==> config.mk <==
export PLATFORM = sky130hd
export DESIGN_NAME = positional_array_list_core
export DESIGN_NICKNAME = d
export VERILOG_FILES = /design/src/rtl/pal_pkg.sv /design/src/rtl/pal_ctrl.sv /design/src/rtl/pal_datapath.sv /design/src/rtl/positional_array_list_core.sv
export VERILOG_INCLUDE_DIRS = /design/src /design/src/rtl
export SDC_FILE = /design/constraint.sdc
export NUM_CORES = 2
export LEC_CHECK = 0
export BUFFER_PORTS_ARGS = -buffer_cell sky130_fd_sc_hd__buf_2
export CAP_MARGIN = 15
export CORE_MARGIN = 10
export CORE_UTILIZATION = 35
export DETAILED_ROUTE_END_ITERATION = 7
export PLACE_DENSITY = 0.61
export SETUP_SLACK_MARGIN = 0.2
export SYNTH_ARGS = -nofsm -noshare
export SYNTH_HDL_FRONTEND = slang
export SYNTH_SLANG_ARGS = --single-unit
==> constraint.sdc <==
create_clock -name clk_i -period 6.15 [get_ports clk_i]
set_clock_uncertainty 0.05 [all_clocks]
set_input_delay 0.615 -clock clk_i [delete_from_list [all_inputs] [get_ports clk_i]]
set_output_delay 0.615 -clock clk_i [all_outputs]
set_load 0.1 [all_outputs]
==> src/rtl/positional_array_list_core_assert.svh <==
// ---------------------------------------------------------------------------
// Assertion macros for the positional array list core
// Clocked property checks, compiled out for synthesis.
// ---------------------------------------------------------------------------
`ifndef POSITIONAL_ARRAY_LIST_CORE_ASSERT_SVH
`define POSITIONAL_ARRAY_LIST_CORE_ASSERT_SVH
`ifndef SYNTHESIS
// Check a property on every clock edge outside reset.
`define PAL_ASSERT(lbl, prop, msg) \
  lbl: assert property (@(posedge clk_i) disable iff (!rst_ni) prop) else $error(msg);
// Check a property on every clock edge, reset included.
`define PAL_ASSERT_ALWAYS(lbl, prop, msg) \
  lbl: assert property (@(posedge clk_i) prop) else $error(msg);
`else
`define PAL_ASSERT(lbl, prop, msg)
`define PAL_ASSERT_ALWAYS(lbl, prop, msg)
`endif
`endif

==> src/rtl/pal_pkg.sv <==
// ---------------------------------------------------------------------------
// pal_pkg
// Shared types and constants of the positional array list core.
// ---------------------------------------------------------------------------
`default_nettype none

package pal_pkg;

  localparam int Capacity = 16;
  localparam int IdxW     = $clog2(Capacity);
  localparam int CntW     = $clog2(Capacity + 1);
  localparam int PosW     = 5;
  localparam int CmdW     = 3;
  localparam int StatW    = 2;
  localparam int WordW    = 32;

  typedef enum logic [CmdW-1:0] {
    CMD_READ      = 3'd0,
    CMD_OVERWRITE = 3'd1,
    CMD_INSERT    = 3'd2,
    CMD_REMOVE    = 3'd3,
    CMD_CLEAR     = 3'd4
  } cmd_e;

  typedef enum logic [StatW-1:0] {
    STAT_OK     = 2'd0,
    STAT_FULL   = 2'd1,
    STAT_EMPTY  = 2'd2,
    STAT_BADPOS = 2'd3
  } stat_e;

  typedef enum logic [1:0] {
    S_IDLE,
    S_EXEC,
    S_REPLY
  } state_e;

  // Controller to datapath
  typedef struct packed {
    logic load;  // capture the incoming transaction
    logic exec;  // carry out the captured command
  } ctrl_cmd_t;

  // Datapath to top level
  typedef struct packed {
    logic empty;
    logic full;
  } dp_status_t;

endpackage

`default_nettype wire

==> src/rtl/pal_ctrl.sv <==
// ---------------------------------------------------------------------------
// pal_ctrl
// Sequencer: capture, execute, reply.
// ---------------------------------------------------------------------------
`default_nettype none

module pal_ctrl (
  input  wire logic              clk_i,
  input  wire logic              rst_ni,
  input  wire logic              start_i,
  output pal_pkg::ctrl_cmd_t     cmd_o,
  output logic                   busy_o,
  output logic                   done_o
);
  import pal_pkg::*;

  state_e state_q, state_d;

  always_comb begin
    state_d = state_q;
    unique case (state_q)
      S_IDLE:  if (start_i) state_d = S_EXEC;
      S_EXEC:  state_d = S_REPLY;
      S_REPLY: state_d = S_IDLE;
      default: state_d = S_IDLE;
    endcase
  end

  always_comb begin
    cmd_o  = '0;
    busy_o = 1'b1;
    done_o = 1'b0;
    unique case (state_q)
      S_IDLE: begin
        busy_o     = 1'b0;
        cmd_o.load = start_i;
      end
      S_EXEC:  cmd_o.exec = 1'b1;
      S_REPLY: done_o = 1'b1;
      default: busy_o = 1'b1;
    endcase
  end

  always_ff @(posedge clk_i or negedge rst_ni) begin
    if (!rst_ni) begin
      state_q <= S_IDLE;
    end else begin
      state_q <= state_d;
    end
  end

endmodule

`default_nettype wire

==> src/rtl/pal_datapath.sv <==
// ---------------------------------------------------------------------------
// pal_datapath
// Entry register array with positional shift, count and result registers.
// ---------------------------------------------------------------------------
`default_nettype none

module pal_datapath (
  input  wire logic                                clk_i,
  input  wire logic                                rst_ni,
  input  wire pal_pkg::ctrl_cmd_t                  cmd_i,
  input  wire logic [pal_pkg::CmdW-1:0]            command_i,
  input  wire logic [pal_pkg::PosW-1:0]            position_i,
  input  wire logic signed [pal_pkg::WordW-1:0]    value_i,
  output logic [pal_pkg::StatW-1:0]                status_o,
  output logic signed [pal_pkg::WordW-1:0]         data_o,
  output logic [pal_pkg::CntW-1:0]                 count_o,
  output pal_pkg::dp_status_t                      stat_o
);
  import pal_pkg::*;

  logic [CmdW-1:0]          cmd_q;
  logic [PosW-1:0]          pos_q;
  logic signed [WordW-1:0]  val_q;

  logic signed [WordW-1:0]  entries_q [Capacity];
  logic signed [WordW-1:0]  entries_d [Capacity];
  logic [CntW-1:0]          count_q, count_d;
  logic [StatW-1:0]         status_q, status_d;
  logic signed [WordW-1:0]  data_q, data_d;

  logic [PosW-1:0]          pos_m1;
  logic [IdxW-1:0]          idx;
  logic                     in_range;
  logic                     ins_range;
  logic                     is_full;
  logic                     is_empty;
  logic signed [WordW-1:0]  rd_word;

  assign pos_m1    = pos_q - PosW'(1);
  assign idx       = pos_m1[IdxW-1:0];
  assign in_range  = (pos_q != '0) && (pos_q <= count_q);
  assign ins_range = (pos_q != '0) && ({1'b0, pos_q} <= ({1'b0, count_q} + (CntW+1)'(1)));
  assign is_full   = (count_q == CntW'(Capacity));
  assign is_empty  = (count_q == '0);
  assign rd_word   = entries_q[idx];

  always_comb begin
    entries_d = entries_q;
    count_d   = count_q;
    status_d  = STAT_OK;
    data_d    = '0;
    unique case (cmd_e'(cmd_q))
      CMD_READ: begin
        if (in_range) data_d = rd_word;
        else begin
          status_d = STAT_BADPOS;
          data_d   = '1;
        end
      end
      CMD_OVERWRITE: begin
        if (in_range) entries_d[idx] = val_q;
        else status_d = STAT_BADPOS;
      end
      CMD_INSERT: begin
        if (is_full) status_d = STAT_FULL;
        else if (!ins_range) status_d = STAT_BADPOS;
        else begin
          // shift everything from the position upwards by one
          for (int i = 1; i < Capacity; i++) begin
            if (IdxW'(i) > idx) entries_d[i] = entries_q[i-1];
          end
          entries_d[idx] = val_q;
          count_d        = count_q + CntW'(1);
        end
      end
      CMD_REMOVE: begin
        if (is_empty) status_d = STAT_EMPTY;
        else if (!in_range) status_d = STAT_BADPOS;
        else begin
          data_d = rd_word;
          for (int i = 0; i < Capacity - 1; i++) begin
            if (IdxW'(i) >= idx) entries_d[i] = entries_q[i+1];
          end
          count_d = count_q - CntW'(1);
        end
      end
      CMD_CLEAR: count_d = '0;
      default: status_d = STAT_OK;
    endcase
  end

  always_ff @(posedge clk_i) begin
    if (cmd_i.load) begin
      cmd_q <= command_i;
      pos_q <= position_i;
      val_q <= value_i;
    end
    if (cmd_i.exec) begin
      entries_q <= entries_d;
      status_q  <= status_d;
      data_q    <= data_d;
    end
  end

  always_ff @(posedge clk_i or negedge rst_ni) begin
    if (!rst_ni) begin
      count_q <= '0;
    end else if (cmd_i.exec) begin
      count_q <= count_d;
    end
  end

  assign status_o     = status_q;
  assign data_o       = data_q;
  assign count_o      = count_q;
  assign stat_o.empty = is_empty;
  assign stat_o.full  = is_full;

endmodule

`default_nettype wire

==> src/rtl/positional_array_list_core.sv <==
// ---------------------------------------------------------------------------
// positional_array_list_core
// Bounded ordered list of 16 signed words with positional access.
// ---------------------------------------------------------------------------
// Usage:
//   Drive command_i, position_i (1-based) and value_i and raise start_i; the
//   transaction is taken at a rising edge where start_i is high and busy_o
//   is low. Commands: read, overwrite, insert, remove, clear.
//   Each transaction gives exactly one result: done_o is high for one cycle
//   with status_o, data_o, count_o, is_empty_o and is_full_o valid. The
//   receiver cannot stall and must take the result in that cycle.
// Sequence:
//   The accept edge moves the controller to execute, where the datapath
//   registers the result, and then to reply, where done_o presents it.
//   busy_o stays high through execute and reply, so no new transaction is
//   taken until the reply is over, as set by the capture / execute / reply
//   sequence of the controller. Insert and remove shift the whole register
//   array in the execute cycle, comparing each entry's index with the position.
// Reset:
//   rst_ni (asynchronous, active low) empties the list and idles the
//   controller. Entry contents are left as they are and are never read
//   before an insert has written them.
// ---------------------------------------------------------------------------
`default_nettype none

module positional_array_list_core (
  input  wire logic                               clk_i,
  input  wire logic                               rst_ni,
  input  wire logic                               start_i,
  output logic                                    busy_o,
  input  wire logic [pal_pkg::CmdW-1:0]           command_i,
  input  wire logic [pal_pkg::PosW-1:0]           position_i,
  input  wire logic signed [pal_pkg::WordW-1:0]   value_i,
  output logic                                    done_o,
  output logic [pal_pkg::StatW-1:0]               status_o,
  output logic signed [pal_pkg::WordW-1:0]        data_o,
  output logic [pal_pkg::CntW-1:0]                count_o,
  output logic                                    is_empty_o,
  output logic                                    is_full_o
);
  import pal_pkg::*;

  `include "positional_array_list_core_assert.svh"

  ctrl_cmd_t  ctrl_cmd;
  dp_status_t dp_stat;

  // Sequence each transaction: capture, execute, reply
  pal_ctrl u_ctrl (
    .clk_i   (clk_i),
    .rst_ni  (rst_ni),
    .start_i (start_i),
    .cmd_o   (ctrl_cmd),
    .busy_o  (busy_o),
    .done_o  (done_o)
  );

  // Hold the entries and count, and register the result
  pal_datapath u_dp (
    .clk_i      (clk_i),
    .rst_ni     (rst_ni),
    .cmd_i      (ctrl_cmd),
    .command_i  (command_i),
    .position_i (position_i),
    .value_i    (value_i),
    .status_o   (status_o),
    .data_o     (data_o),
    .count_o    (count_o),
    .stat_o     (dp_stat)
  );

  // Flags follow the count that the result reports
  assign is_empty_o = dp_stat.empty;
  assign is_full_o  = dp_stat.full;

  // A taken transaction moves straight to execute, never to reply
  `PAL_ASSERT(a_accept_exec, (start_i && !busy_o) |=> (busy_o && !done_o), "accept did not start execute")
  // After the reply the core is free again
  `PAL_ASSERT(a_reply_free, done_o |=> !busy_o, "core still busy after reply")
  // A reply always follows an execute cycle
  `PAL_ASSERT(a_reply_after_exec, done_o |-> $past(busy_o && !done_o), "reply without execute")
  // The count never exceeds the capacity
  `PAL_ASSERT_ALWAYS(a_count_bound, count_o <= CntW'(Capacity), "count above capacity")

endmodule

`default_nettype wire

==> impl_metrics.toml <==
[final_layout]
final_common_cell = "edfxtp_1"
num_antenna_cells = 0
final_cells = 4498
final_cell_mix = "edfxtp_1, mux2i_1, a22oi_1, nand2_1, o21ai_0"
final_nets = 3134
area_growth_pct = 9.78
drive_gt1_share_pct = 15.1

[timing]
finalHoldWorstSlack_ns = 0.125
finalCritPeriodShare_pct = 72.4
fin_setup_tns_ns = 0
setup_viol = 0
layout_min_cycle_time_ns = 4.45
rsz0062_at_grt = "false"
hold_viol_final = 0
fmax_mhz = 225
tightest_slew_ns = 1.15
drv_slew = 0
relSlewSlack_pct = 23.2

[floorplan]
initial_core_util_pct = 35.4
die_h_um = 345
row_count = 118
ios = 86
die_w_um = 345
fp.coreArea_mm2 = 0.104
dieArea_mm2 = 0.119

[clock_network]
root_buffer = "clkbuf_16"
clk_pin_slew_ns = 0.06
ctsHtreeMaxLevel = 3
clock_latency_ns = 0.62
clock-sinks = 593
cts_buffers = 69
cts_tree = "yes"
clock_path_buffers = 3

[worst_setup_path]
worstSetupEndpoint = "u_dp.entries_q[80]"
endpoint_kind = "flop"
startpoint = "u_dp.pos_q[1]"
worstSetupPathType = "flop to flop"
worstPathRequired_ns = 6.55
r2r-end = "u_dp.entries_q[80]"
cp-start-kind = "flop"
rr_startpoint = "u_dp.pos_q[1]"
reg2regPathDepth = 10
cp.arrival_ns = 4.85
r2r_slack_ns = 1.70
worstPathMaxFanout = 68

[logic_synthesis]
synth_cell_types = 73
syn_nets = 3259
synth_edf_count = 586
ys_ff_latch = 593
avgSynthCellArea_um2 = 11.5
syn_inst = 3195
synth.largest_area_cell = "edfxtp_1"
ys_async_sr_fraction_pct = 1.18
netlist_area_mm2 = 0.0369
ys_warn_count = 0
seq_area_frac_synth_pct = 48.2
yosys-top-cells-area = "edfxtp_1, mux2i_1, mux4_2"
yosysTopAreaCellShare_pct = 47.7
ys.flop_type = "edfxtp_1"

[power_and_ir_drop]
switchingPower_mw = 3.52
worst_ir_drop_vdd_v = 0.000230
power_frac_comb_pct = 21.5
seqPwrFrac_pct = 43.2
power.leakage_nw = 13.4
powerDensity_mw_per_mm2 = 276
swShare_pct = 31.4
internal_power_mw = 7.67
clkPwrFrac_pct = 35.4

[place]
placed_cells = 4378
dp_hpwl_um = 78100
portBuffers = 85
gp_congestion = 0.864

[hold_path]
hold_class = "input port to flop"

[outcome]
status = "completed"

[run]
cap_viol_max_count = 0

[global_route]
grt_pass1_wl_um = 184000
track_usage_pct = 19.8
grt_overflow = 0
grt_max_degree = 170
grt_pass1_vias = 26600
antenna_found_initial = 5

[routing]
routed_wl_um = 122000
firstDrtPassIters = 6
ant_nets = 0
avgRoutedWirePerCell_um = 27.2
vias = 28400
drc = 0
viasPerCell = 6.31
drtIter0Drc = 3893
-- cell type report --
cell class / instances / area (um2)
fillers: 9974 / 63600
flip-flops and latches: 593 / 17800
multi-input cells: 2224 / 17700
clock buffers: 95 / 1930
well taps: 1380 / 1730
repair buffers: 167 / 1150
clock inverters: 24 / 164
inverters: 15 / 63.8
-- state kept, by name (all words and copies together) (netlist names) --
signal,cells
u_dp.entries_q,512
u_dp.data_o,32
u_dp.val_q,32
u_dp.count_o,5
u_dp.pos_q,5
u_dp.cmd_q,3
u_ctrl.state_q,2
u_dp.status_o,2
-- cell families (layout without fill, tap and decap cells) --
kind of cell	Yosys count	in the layout	synth area share (%)
AOI/OAI and AO/OA	1150	1150	20.4
xor gates and xnor gates	10	10	0.278
adders and majority gates	21	21	0.733
buffers and inverters	378	301	4.70
DFF	593	593	48.2
muxes	542	542	20.0
and+or+nand+nor	501	501	5.71
-- worst max-delay path, stage by stage (launching register included) --
cell and delay [ns]:
edfxtp_1 0.57, inv_1 0.20, ha_1 0.58, nand2b_1 0.32, a21oi_4 0.25, buf_4 0.61, nor2_4 0.10, buf_4 0.33
nor2_4 0.92, a22oi_1 0.16, o21ai_0 0.15
-- power groups by stage --
stage	sequential (mW)	clock, mW	combinational (mW)
after global placement	4.90	0	2.35
after floorplan	4.98	0	1.60
after global routing	4.84	4.17	2.54
after detailed placement	4.90	0	2.38
after CTS	4.82	4.02	2.38
final	4.83	3.96	2.40
-- cells in the mapped netlist (all sizes together) (50+ instances only) --
cell type	count
mux2i	384
nor2	157
edfxtp	586
o221ai	59
a21oi	119
o21ai	416
nand2	271
buf	120
mux4	156
clkbuf	243
a22oi	358
o2bb2ai	50
-- metal layers --
| layer | part of all wire [%] | up-vias | GRT usage (%) |
|---|---|---|---|
| li1 | - | 12400 | - |
| met1 | 43 | 14200 | 28.9 |
| met2 | 44 | 1631 | 29.8 |
| met3 | 10 | 169 | 4.15 |
| met4 | 2.2 | 4 | 5.05 |
| met5 | 0.019 | - | 0 |
-- worst min-delay path by stage --
stage                      from  cells past startpoint  slack (ns)                 to
global route        value_i[21]                      1        0.11     u_dp.val_q[21]
detailed placement       rst_ni                      1        0.41    u_dp.count_o[4]
finish              value_i[20]                      1        0.12     u_dp.val_q[20]
global placement         rst_ni                      1        0.41  u_ctrl.state_q[0]
CTS                 value_i[21]                      1        0.09     u_dp.val_q[21]
floorplan                rst_ni                      0        0.27  u_ctrl.state_q[0]
-- metrics by stage --
step / util, % / worst slack (ns) / cell area, um2 / power, mW
floorplan: - / 0.338 / 36900 / 6.58
global placement: 36.8 / 1.88 / 38300 / 7.25
detailed placement: 36.9 / 1.73 / 38400 / 7.28
CTS: 38.9 / 1.74 / 40500 / 11.2
global route: 38.9 / 1.50 / 40500 / 11.6
finish: 38.9 / 1.70 / 40500 / 11.2
-- what timing repair did --
| action | in CTS | in global routing |
|---|---|---|
| setup buffers | 0 | 0 |
| endpoints found under the hold margin | 7 | 0 |
| gates resized for setup | 0 | 0 |
| hold buffers | 1 | 0 |
Power figures use the tool's default switching activity.
